`src/hdl/bfs_path_label_tracer_top_assert.svh`:
```
// Assertion macros used by the path tracer datapath.
`ifndef BFS_PATH_LABEL_TRACER_TOP_ASSERT_SVH
`define BFS_PATH_LABEL_TRACER_TOP_ASSERT_SVH

// Check that the consequent holds in the same cycle as the antecedent.
`define BPLT_ASSERT_NOW(label, clk, rst_n, ante, cons, msg) \
    label: assert property (@(posedge clk) disable iff (!rst_n) (ante) |-> (cons)) \
        else $error(msg);

// Check that the consequent holds in the cycle after the antecedent.
`define BPLT_ASSERT_NEXT(label, clk, rst_n, ante, cons, msg) \
    label: assert property (@(posedge clk) disable iff (!rst_n) (ante) |=> (cons)) \
        else $error(msg);

`endif

```
`src/hdl/bplt_pkg.sv`:
```
// Package with word types, operation codes and constants of the path tracer.
`timescale 1ns / 1ps
package bplt_pkg;

    localparam int MAX_NODES_DEF = 4096;
    localparam int MAX_EDGES_DEF = 16384;
    localparam int MAX_PATH_DEF  = 64;

    localparam logic [12:0] NODE_COUNT_RST = 13'd4096;

    // Request types
    localparam logic [1:0] REQ_OFFSET = 2'd0;
    localparam logic [1:0] REQ_EDGE   = 2'd1;
    localparam logic [1:0] REQ_QUERY  = 2'd2;

    // Result status codes
    localparam logic [1:0] ST_CHAR    = 2'd0;
    localparam logic [1:0] ST_EMPTY   = 2'd1;
    localparam logic [1:0] ST_UNREACH = 2'd2;
    localparam logic [1:0] ST_LONG    = 2'd3;

    // Datapath operations
    localparam logic [4:0] OP_NONE   = 5'd0;
    localparam logic [4:0] OP_LOAD   = 5'd1;
    localparam logic [4:0] OP_QLATCH = 5'd2;
    localparam logic [4:0] OP_CLEAR  = 5'd3;
    localparam logic [4:0] OP_SEED   = 5'd4;
    localparam logic [4:0] OP_DEQ    = 5'd5;
    localparam logic [4:0] OP_ULAT   = 5'd6;
    localparam logic [4:0] OP_OFFA   = 5'd7;
    localparam logic [4:0] OP_OFFE   = 5'd8;
    localparam logic [4:0] OP_ESCAN  = 5'd9;
    localparam logic [4:0] OP_EV     = 5'd10;
    localparam logic [4:0] OP_ES     = 5'd11;
    localparam logic [4:0] OP_TTOP   = 5'd12;
    localparam logic [4:0] OP_EINIT  = 5'd13;
    localparam logic [4:0] OP_TPAR   = 5'd14;
    localparam logic [4:0] OP_THIT   = 5'd15;
    localparam logic [4:0] OP_TPUSH  = 5'd16;
    localparam logic [4:0] OP_ERD    = 5'd17;
    localparam logic [4:0] OP_EOUT   = 5'd18;
    localparam logic [4:0] OP_SOUT   = 5'd19;

    typedef struct packed {
        logic [1:0]  req_type;
        logic [14:0] load_index;
        logic [14:0] offset_value;
        logic [11:0] edge_target;
        logic [7:0]  edge_label;
        logic [11:0] goal_node;
    } in_word_t;

    typedef struct packed {
        logic [7:0] label_char;
        logic [1:0] status;
        logic       last;
    } out_word_t;

    typedef struct packed {
        logic [4:0] op;
        logic [1:0] st;
    } cmd_t;

    typedef struct packed {
        logic chk_bad;
        logic chk_same;
        logic clr_done;
        logic q_empty;
        logic edge_more;
        logic v_bad;
        logic v_seen;
        logic v_goal;
        logic at_start;
        logic hops_full;
        logic scan_hit;
        logic e_zero;
        logic out_free;
    } stat_t;

endpackage

```
`src/hdl/bplt_ctrl.sv`:
```
// Sequencer that accepts table loads and steps the search, trace-back and emit phases of a query.
`timescale 1ns / 1ps
module bplt_ctrl (
    input  logic            clk,
    input  logic            rst_n,
    input  logic            in_valid,
    input  logic [1:0]      in_req,
    output logic            in_ready,
    input  bplt_pkg::stat_t stat,
    output bplt_pkg::cmd_t  cmd
);
    import bplt_pkg::*;

    localparam logic [4:0] S_IDLE  = 5'd0;
    localparam logic [4:0] S_CHECK = 5'd1;
    localparam logic [4:0] S_CLEAR = 5'd2;
    localparam logic [4:0] S_SEED  = 5'd3;
    localparam logic [4:0] S_DEQ   = 5'd4;
    localparam logic [4:0] S_ULAT  = 5'd5;
    localparam logic [4:0] S_OFFA  = 5'd6;
    localparam logic [4:0] S_OFFE  = 5'd7;
    localparam logic [4:0] S_ESCAN = 5'd8;
    localparam logic [4:0] S_EV    = 5'd9;
    localparam logic [4:0] S_ES    = 5'd10;
    localparam logic [4:0] S_TTOP  = 5'd11;
    localparam logic [4:0] S_TPAR  = 5'd12;
    localparam logic [4:0] S_TOFFA = 5'd13;
    localparam logic [4:0] S_TOFFE = 5'd14;
    localparam logic [4:0] S_TSCAN = 5'd15;
    localparam logic [4:0] S_TCHK  = 5'd16;
    localparam logic [4:0] S_TPUSH = 5'd17;
    localparam logic [4:0] S_ERD   = 5'd18;
    localparam logic [4:0] S_EOUT  = 5'd19;
    localparam logic [4:0] S_SOUT  = 5'd20;

    logic [4:0] state_reg, state_next;
    logic [1:0] st_reg, st_next;

    // Pick the next state and the datapath operation
    always_comb
    begin
        state_next = state_reg;
        st_next    = st_reg;
        in_ready   = 1'b0;
        cmd.op     = OP_NONE;
        cmd.st     = st_reg;
        case (state_reg)
            S_IDLE:
            begin
                in_ready = 1'b1;
                if (in_valid)
                begin
                    case (in_req)
                        REQ_OFFSET, REQ_EDGE: cmd.op = OP_LOAD;
                        REQ_QUERY:
                        begin
                            cmd.op     = OP_QLATCH;
                            state_next = S_CHECK;
                        end
                        default: cmd.op = OP_NONE;
                    endcase
                end
            end
            S_CHECK:
            begin
                if (stat.chk_bad)
                begin
                    st_next    = ST_UNREACH;
                    state_next = S_SOUT;
                end
                else if (stat.chk_same)
                begin
                    st_next    = ST_EMPTY;
                    state_next = S_SOUT;
                end
                else
                    state_next = S_CLEAR;
            end
            S_CLEAR:
            begin
                cmd.op = OP_CLEAR;
                if (stat.clr_done)
                    state_next = S_SEED;
            end
            S_SEED:
            begin
                cmd.op     = OP_SEED;
                state_next = S_DEQ;
            end
            S_DEQ:
            begin
                if (stat.q_empty)
                begin
                    st_next    = ST_UNREACH;
                    state_next = S_SOUT;
                end
                else
                begin
                    cmd.op     = OP_DEQ;
                    state_next = S_ULAT;
                end
            end
            S_ULAT:
            begin
                cmd.op     = OP_ULAT;
                state_next = S_OFFA;
            end
            S_OFFA:
            begin
                cmd.op     = OP_OFFA;
                state_next = S_OFFE;
            end
            S_OFFE:
            begin
                cmd.op     = OP_OFFE;
                state_next = S_ESCAN;
            end
            S_ESCAN:
            begin
                if (stat.edge_more)
                begin
                    cmd.op     = OP_ESCAN;
                    state_next = S_EV;
                end
                else
                    state_next = S_DEQ;
            end
            S_EV:
            begin
                cmd.op     = OP_EV;
                state_next = stat.v_bad ? S_ESCAN : S_ES;
            end
            S_ES:
            begin
                if (stat.v_seen)
                    state_next = S_ESCAN;
                else
                begin
                    cmd.op     = OP_ES;
                    state_next = stat.v_goal ? S_TTOP : S_ESCAN;
                end
            end
            S_TTOP:
            begin
                if (stat.at_start)
                begin
                    cmd.op     = OP_EINIT;
                    state_next = S_ERD;
                end
                else if (stat.hops_full)
                begin
                    st_next    = ST_LONG;
                    state_next = S_SOUT;
                end
                else
                begin
                    cmd.op     = OP_TTOP;
                    state_next = S_TPAR;
                end
            end
            S_TPAR:
            begin
                cmd.op     = OP_TPAR;
                state_next = S_TOFFA;
            end
            S_TOFFA:
            begin
                cmd.op     = OP_OFFA;
                state_next = S_TOFFE;
            end
            S_TOFFE:
            begin
                cmd.op     = OP_OFFE;
                state_next = S_TSCAN;
            end
            S_TSCAN:
            begin
                if (stat.edge_more)
                begin
                    cmd.op     = OP_ESCAN;
                    state_next = S_TCHK;
                end
                else
                    state_next = S_TPUSH;
            end
            S_TCHK:
            begin
                if (stat.scan_hit)
                begin
                    cmd.op     = OP_THIT;
                    state_next = S_TPUSH;
                end
                else
                    state_next = S_TSCAN;
            end
            S_TPUSH:
            begin
                cmd.op     = OP_TPUSH;
                state_next = S_TTOP;
            end
            S_ERD:
            begin
                cmd.op     = OP_ERD;
                state_next = S_EOUT;
            end
            S_EOUT:
            begin
                if (stat.out_free)
                begin
                    cmd.op     = OP_EOUT;
                    state_next = stat.e_zero ? S_IDLE : S_ERD;
                end
            end
            S_SOUT:
            begin
                if (stat.out_free)
                begin
                    cmd.op     = OP_SOUT;
                    state_next = S_IDLE;
                end
            end
            default: state_next = S_IDLE;
        endcase
    end

    // Advance the state
    always_ff @(posedge clk or negedge rst_n)
    begin
        if (!rst_n)
        begin
            state_reg <= S_IDLE;
            st_reg    <= ST_CHAR;
        end
        else
        begin
            state_reg <= state_next;
            st_reg    <= st_next;
        end
    end

endmodule

```
`config.mk`:
```
export PLATFORM = sky130hd
export DESIGN_NAME = bplt_ctrl
export DESIGN_NICKNAME = d
export VERILOG_FILES = /design/src/hdl/bfs_path_label_tracer_top_assert.svh /design/src/hdl/bplt_pkg.sv /design/src/hdl/bplt_ctrl.sv
export SDC_FILE = /design/constraint.sdc
export NUM_CORES = 1
export LEC_CHECK = 0
export ABC_CLOCK_PERIOD_IN_PS = 5200
export BUFFER_PORTS_ARGS = -buffer_cell sky130_fd_sc_hd__buf_2
export CORE_MARGIN = 2
export CORE_UTILIZATION = 35
export DETAILED_ROUTE_END_ITERATION = 10
export PLACE_DENSITY_LB_ADDON = 0.15
export SLEW_MARGIN = 20
export SYNTH_ARGS = -nofsm -noshare
export SYNTH_HDL_FRONTEND = slang
export SYNTH_SLANG_ARGS = --single-unit
```
`constraint.sdc`:
```
create_clock -name clk -period 5.2 [get_ports clk]
set_clock_uncertainty 0.1 [all_clocks]
set_input_delay 0.26 -clock clk [delete_from_list [all_inputs] [get_ports clk]]
set_output_delay 0.26 -clock clk [all_outputs]
set_load 0.1 [all_outputs]
```
==> metrics.md, run 1 <==
| Metric | Value |
|---|---|
| Vias in the first global route | 1150 |
| Antenna violations before repair | 0 |
| Worst-margin pin slew | 0.8613 ns |
| Distinct cells, synth | 49 |
| Gr usage total | 0.1985 |
| Drt drc | 1 |
| First-pass GRT wire length | roughly 5300 um |
| Yosys warning count | 0 |
| Cell area after layout | 0.001194 sq mm |
| Final Hold Fails | 0 |
| CTS root buf | clkbuf_4 |
| TritonCTS clock tree | yes |
| Max reg flops | 5 |
| Commonest non-fill, non-tap cell in the layout | buf_2 |
| Yosys top cell by area | dfrtp_1 |
| Most frequent cells in the layout | 25 x buf_2, 14 x nor2_1, 11 x nand2_1, 11 x a21oi_1, 10 x o21ai_0 |
| CTS sink count | 7 |
| Sequential-to-total area share from yosys stat | 0.1657 |
| Largest net degree at the start of global routing | 31 |
| Drt initial violations | 54 |
| Post-Synth Simple-Gate Area | 0.3964 |
| Min-Delay Path Class | input port to flip-flop |
| Max Cap Viol | 0 |
| CP arrival | 2.72 ns |
| Clock Latency Late Sink | 0.25 ns |
| Final period utilization | 0.5931 |
| Grt ovf | 0 |
| Max FO, Critical Path | 21 |
| Syn_nets | approximately 170 |
| Detailed-route wire length per cell | roughly 16 um |
| FFs w/ async S/R, synth | 1.000 |
| Synth Area in XOR/XNOR | 0 |
| Post-synth top area share | 0.1657 |
| Synth top area cells | dfrtp_1 17%, a21oi_1 5.2%, nor2_1 5.0% |
| PortBufs | 25 |
| Die ar. | between 0.003 and 0.004 sq mm |
| Startpoint Class | flip-flop |
| Mux cell area share after synthesis | 0.03077 |
| IO Pins | 26 |
| Die Ht | 58.96 um |
| Compound-Gate Fraction of Synth Area | 0.3254 |
| GPL Wtd Cong | around 0.98 |
| Worst-path clk slew | around 0.05 ns |
| Req. time, crit path | 4.84 ns |
| Core area | 0.002805 sq mm |
| Outcome | finished with violations |
| Layout area overhead | 12.90% |
| Post-synth EDFFs | 0 |
| Die width | 58.96 um |
| Ant diodes | 0 |
| Failing checks | DRC |
| Fin crit period | around 3.1 ns |
| Unrepaired setup endpoints after global routing | false |
| Row count | 19 |
| Final Non-Filler Cells | 202 |
| Layout Utilization | 0.4255 |
| CTS max path bufs | 2 |
| #FFs+latches synth | 7 |
| DRT Wirelength | about 3200 um |
| Crit Path Category | flip-flop to primary output |
| Dpl hpwl | 2389 um |
| Placed cells | 197 |
| Setup TNS Final | 0 ns |
| CTS Buf Count | 3 |
| Synth Area in Adders | 0 |
| Placed Area | 0.001157 sq mm |
| Fin nets | 190 |
| Peak Freq | 324.3 MHz |
| Main synth FF type | dfrtp_1 |
| Share of cells above drive strength 1 | 0.2105 |
| CTS H-tree lvls | 1 |
| Initial Utilization | 0.3769 |
| Worst setup EP type | primary output |
| First-pass DRT Iterations | 7 |
| Slew Limit Fails | 0 |
| Final setup vio count | 0 |
| Vias per cell | 6.361 |
| Synth Area per Inst | between 6 and 7 sq um |
| Fill count | 291 |
| Relative slew slack | 0.4258 |
| ANT nets after route | 0 |
| Setup repair bufs after CTS | 0 |
| Vias | 1285 |
| Mapped cell area | 0.001057 sq mm |
| Largest family of logic cells by synthesized area | simple AND/OR/NAND/NOR gates |
| Synth Instances | 153 |
-- stage by stage --
step	setup WS (ns)	hold WS, ns
floorplan	0.4034	-0.1356
global placement	2.478	-0.0008171
detailed placement	2.431	-0.001225
CTS	2.164	0.2564
global route	1.945	0.2904
finish	2.116	0.2661
-- timing repair --
item	in CTS	in global routing
endpoints found under the hold margin	7	0
hold buffers	1	0
setup endpoints to repair	0	0
resized for setup	0	0
-- kinds of logic (layout without fill, tap and decap cells) --
logic type	after synthesis	after routing
buffers and inverters	18	36
DFF	7	7
and+or+nand+nor	76	76
muxes	3	3
AOI/OAI and AO/OA	49	49
-- final timing paths --
path | startpoint | to | slack (ns) | depth (start not counted)
min | stat[12] | st_reg[1] | 0.27 | 3
min reg2reg | st_reg[1] | st_reg[1] | 0.38 | 1
max | state_reg[4] | cmd[3] | 2.12 | 6
max reg2reg | state_reg[2] | state_reg[0] | 2.76 | 5
min in group asynchronous | rst_n | state_reg[0] | 0.28 | 2
max in group asynchronous | rst_n | st_reg[0] | 4.56 | 2
-- cell usage after synthesis (4+ instances only) --
| cell | count |
|---|---|
| nor2_1 | 14 |
| a21oi_1 | 11 |
| nand2_1 | 11 |
| o21ai_0 | 10 |
| nand3_1 | 8 |
| dfrtp_1 | 7 |
| nor2b_1 | 7 |
| buf_2 | 6 |
| inv_1 | 6 |
| nor3_1 | 6 |
| nand2b_1 | 5 |
| nand4_1 | 5 |
| clkbuf_1 | 4 |
-- layer usage --
layer	wire length, um	up-vias	part of all wire	track usage
met5	0	-	0	0
met4	57	0	0.018	0.07143
met3	324	9	0.10	0.05495
met2	1479	69	0.46	0.2984
met1	1346	599	0.42	0.2713
li1	-	608	-	-
-- worst max-delay path, stage by stage, from the launching register on --
cell and delay, ns:
dfrtp_1 0.76, nor3b_1 0.59, and3_1 0.25, a21oi_1 0.05, a2bb2oi_1 0.18, o311ai_0 0.13
buf_2 0.50
-- final cells by class --
type / instances / area (sq um) / share of cell area
Clock buffer: 4 / 26.28 / 0.02201
Inverter: 6 / 22.52 / 0.01887
Multi-Input combinational cell: 128 / 795.8 / 0.6667
Sequential cell: 7 / 175.2 / 0.1468
Tap cell: 31 / 38.79 / 0.03249
Timing Repair Buffer: 26 / 135.1 / 0.1132
Power of run 1 is not shown: default switching activity piles up to over one toggle a cycle in this logic, so the estimate is an artifact.
==> run 2, diff against run 1 <==
- ABC_AREA: default -> 1
- ABC_CLOCK_PERIOD_IN_PS: 5200 -> 3000
- clock period: 5.2 -> 3 ns (I/O delays scaled with it)
==> run 2 against run 1 <==
  * The run now ends clean
  * Clock-buffer cell count did not move
  * Sequential cell count did not move
  * Die area fell by 8.2%
  * Sequential share of layout area rose by 0.49 points
  * Critical path depth rose by 2
  * Register-to-register slack got worse by 1.4 ns
  * Worst hold slack got worse by 0.13 ns
  * Wire length fell by 15%
  * Critical path type unchanged
  * Highest routed layer unchanged
==> metrics.md, run 2 <==
| Metric | Value |
|---|---|
| Hold_buf cts | 1 |
| Relative slew slack | 0.6788 |
| CTS root buf | clkbuf_4 |
| Final setup vio count | 0 |
| Synth Area per Inst | 5.544 sq um |
| Die width | between 50 and 60 um |
| Largest net degree at the start of global routing | 10 |
| Sequential-to-total area share from yosys stat | 0.1816 |
| IO Pins | 26 |
| Final Hold Fails | 0 |
| Final period utilization | 0.7629 |
| DRT Wirelength | 2734 um |
| Reg2Reg Setup Slack | 1.32 ns |
| Peak Freq | 436.9 MHz |
| CTS H-tree lvls | 1 |
| Distinct cells, synth | 24 |
| Min-Delay Path Class | input port to flip-flop |
| Setup repair bufs after CTS | 0 |
| First-pass GRT wire length | roughly 4700 um |
| Core area | 0.002686 sq mm |
| TritonCTS clock tree | yes |
| Max reg flops | 5 |
| Most frequent cells in the layout | 51 x nand2_1, 31 x nor2_1, 25 x buf_2, 20 x inv_1, 15 x nand3_1 |
| Worst setup EP type | primary output |
| Worst Reg2Reg Path Length in Cells | 8 |
| Dpl hpwl | approximately 2400 um |
| Fin crit period | 2.289 ns |
| Main synth FF type | dfrtp_1 |
| Synth Instances | around 170 |
| Antenna violations before repair | 0 |
| CTS Buf Count | 3 |
| Setup TNS Final | 0 ns |
| Worst-path clk slew | approximately 0.05 ns |
| Initial Utilization | 0.3591 |
| ANT nets after route | 0 |
| Ant diodes | 0 |
| Max Cap Viol | 0 |
| Yosys top cell by area | nand2_1 |
| Layout area overhead | 19.71% |
| Post-synth top area share | 0.1984 |
| CTS max path bufs | 2 |
| Outcome | complete, no violations |
| Die Ht | 56.50 um |
| Grt ovf | 0 |
| Fin nets | 221 |
| Worst-margin pin slew | roughly 0.49 ns |
| CTS resizes | 0 |
| Req. time, crit path | 2.75 ns |
| Mapped cell area | around 960 sq um |
| #FFs+latches synth | 7 |
| PortBufs | 25 |
| CP arrival | about 2.0 ns |
| Max FO, Critical Path | 8 |
| Synth top area cells | nand2_1 20%, dfrtp_1 18%, nor2_1 12% |
| Slew Limit Fails | 0 |
| Gr usage total | 0.1819 |
| Detailed-route wire length per cell | roughly 12 um |
| Yosys warning count | 0 |
| Drt initial violations | 56 |
| Startpoint Class | flip-flop |
| Commonest non-fill, non-tap cell in the layout | nand2_1 |
| Unrepaired setup endpoints after global routing | false |
| Drt drc | 0 |
| Syn_nets | 192 |
| Vias | 1155 |
| Crit Path Category | flip-flop to primary output |
| Most common cell in the netlist | nand2_1 |
| Most frequent cells after synthesis | 51 x nand2_1, 31 x nor2_1, 20 x inv_1 |
| Die ar. | ~0.0032 sq mm |
| Hold Path Depth | 3 |
| Share of cells above drive strength 1 | 0.2624 |
| First-pass DRT Iterations | 4 |
| GPL Wtd Cong | 0.9283 |
| Vias per cell | roughly 5.0 |
| Post-synth EDFFs | 0 |
| Clock Latency Late Sink | 0.24 ns |
| Row count | 19 |
| FFs w/ async S/R, synth | 1.000 |
| Vias in the first global route | approximately 1100 |
| CTS sink count | 7 |
## run 2: cells by family after synthesis
kind of cell           Yosys count  share of synthesized area
buffers and inverters           29                     0.1167
AO/OA/AOI/OAI                   15                    0.09339
flip-flops                       7                     0.1816
AND/OR/NAND/NOR                123                     0.6083
## run 2: worst paths after layout
path	start	to
min in group asynchronous	rst_n	st_reg[1]
max in group asynchronous	rst_n	state_reg[1]
setup / recovery	state_reg[1]	cmd[2]
hold / removal	stat[12]	st_reg[1]
hold reg to reg	st_reg[0]	st_reg[0]
setup reg to reg	state_reg[1]	st_reg[1]
## run 2: layer usage
layer  routed length (um)  share of wire  track usage
met5                    0              0            0
met3                  169          0.062      0.03917
met2                 1326           0.49       0.2957
met1                 1222           0.45       0.2489
met4                   16         0.0059      0.03401
## run 2: layout make-up
type                            instances  area, sq um
Inverter                               27        102.6
Clock buffer                            4        26.28
Timing Repair Buffer                   26        135.1
Fill cell                             312         1531
Tap cell                               31        38.79
Multi-Input combinational cell        138        676.9
Sequential cell                         7        175.2
## run 2: worst max-delay path, cell delays in order (launching register included)
cell and delay, ns:
dfrtp_1 0.47, nor2_4 0.19, nand2_2 0.11, nor2_1 0.19
nand2_1 0.14, nand2_1 0.14, nor3_1 0.06, nand4_1 0.06
buf_2 0.42
## run 2: metrics by stage
stage | setup WS, ns | util | instances | hold slack [ns] | instance area, sq um
after floorplan | 0.1892 | - | 174 | -0.2456 | 964.7
after global placement | 0.9463 | 0.4164 | 228 | -0.1099 | 1119
after detailed placement | 0.9789 | 0.4164 | 228 | -0.1104 | 1119
after CTS | 0.7077 | 0.4299 | 233 | 0.1347 | 1155
after global routing | 0.5798 | 0.4299 | 233 | 0.1418 | 1155
final | 0.7112 | 0.4299 | 233 | 0.1384 | 1155
Power of run 2 is left out for the same reason.
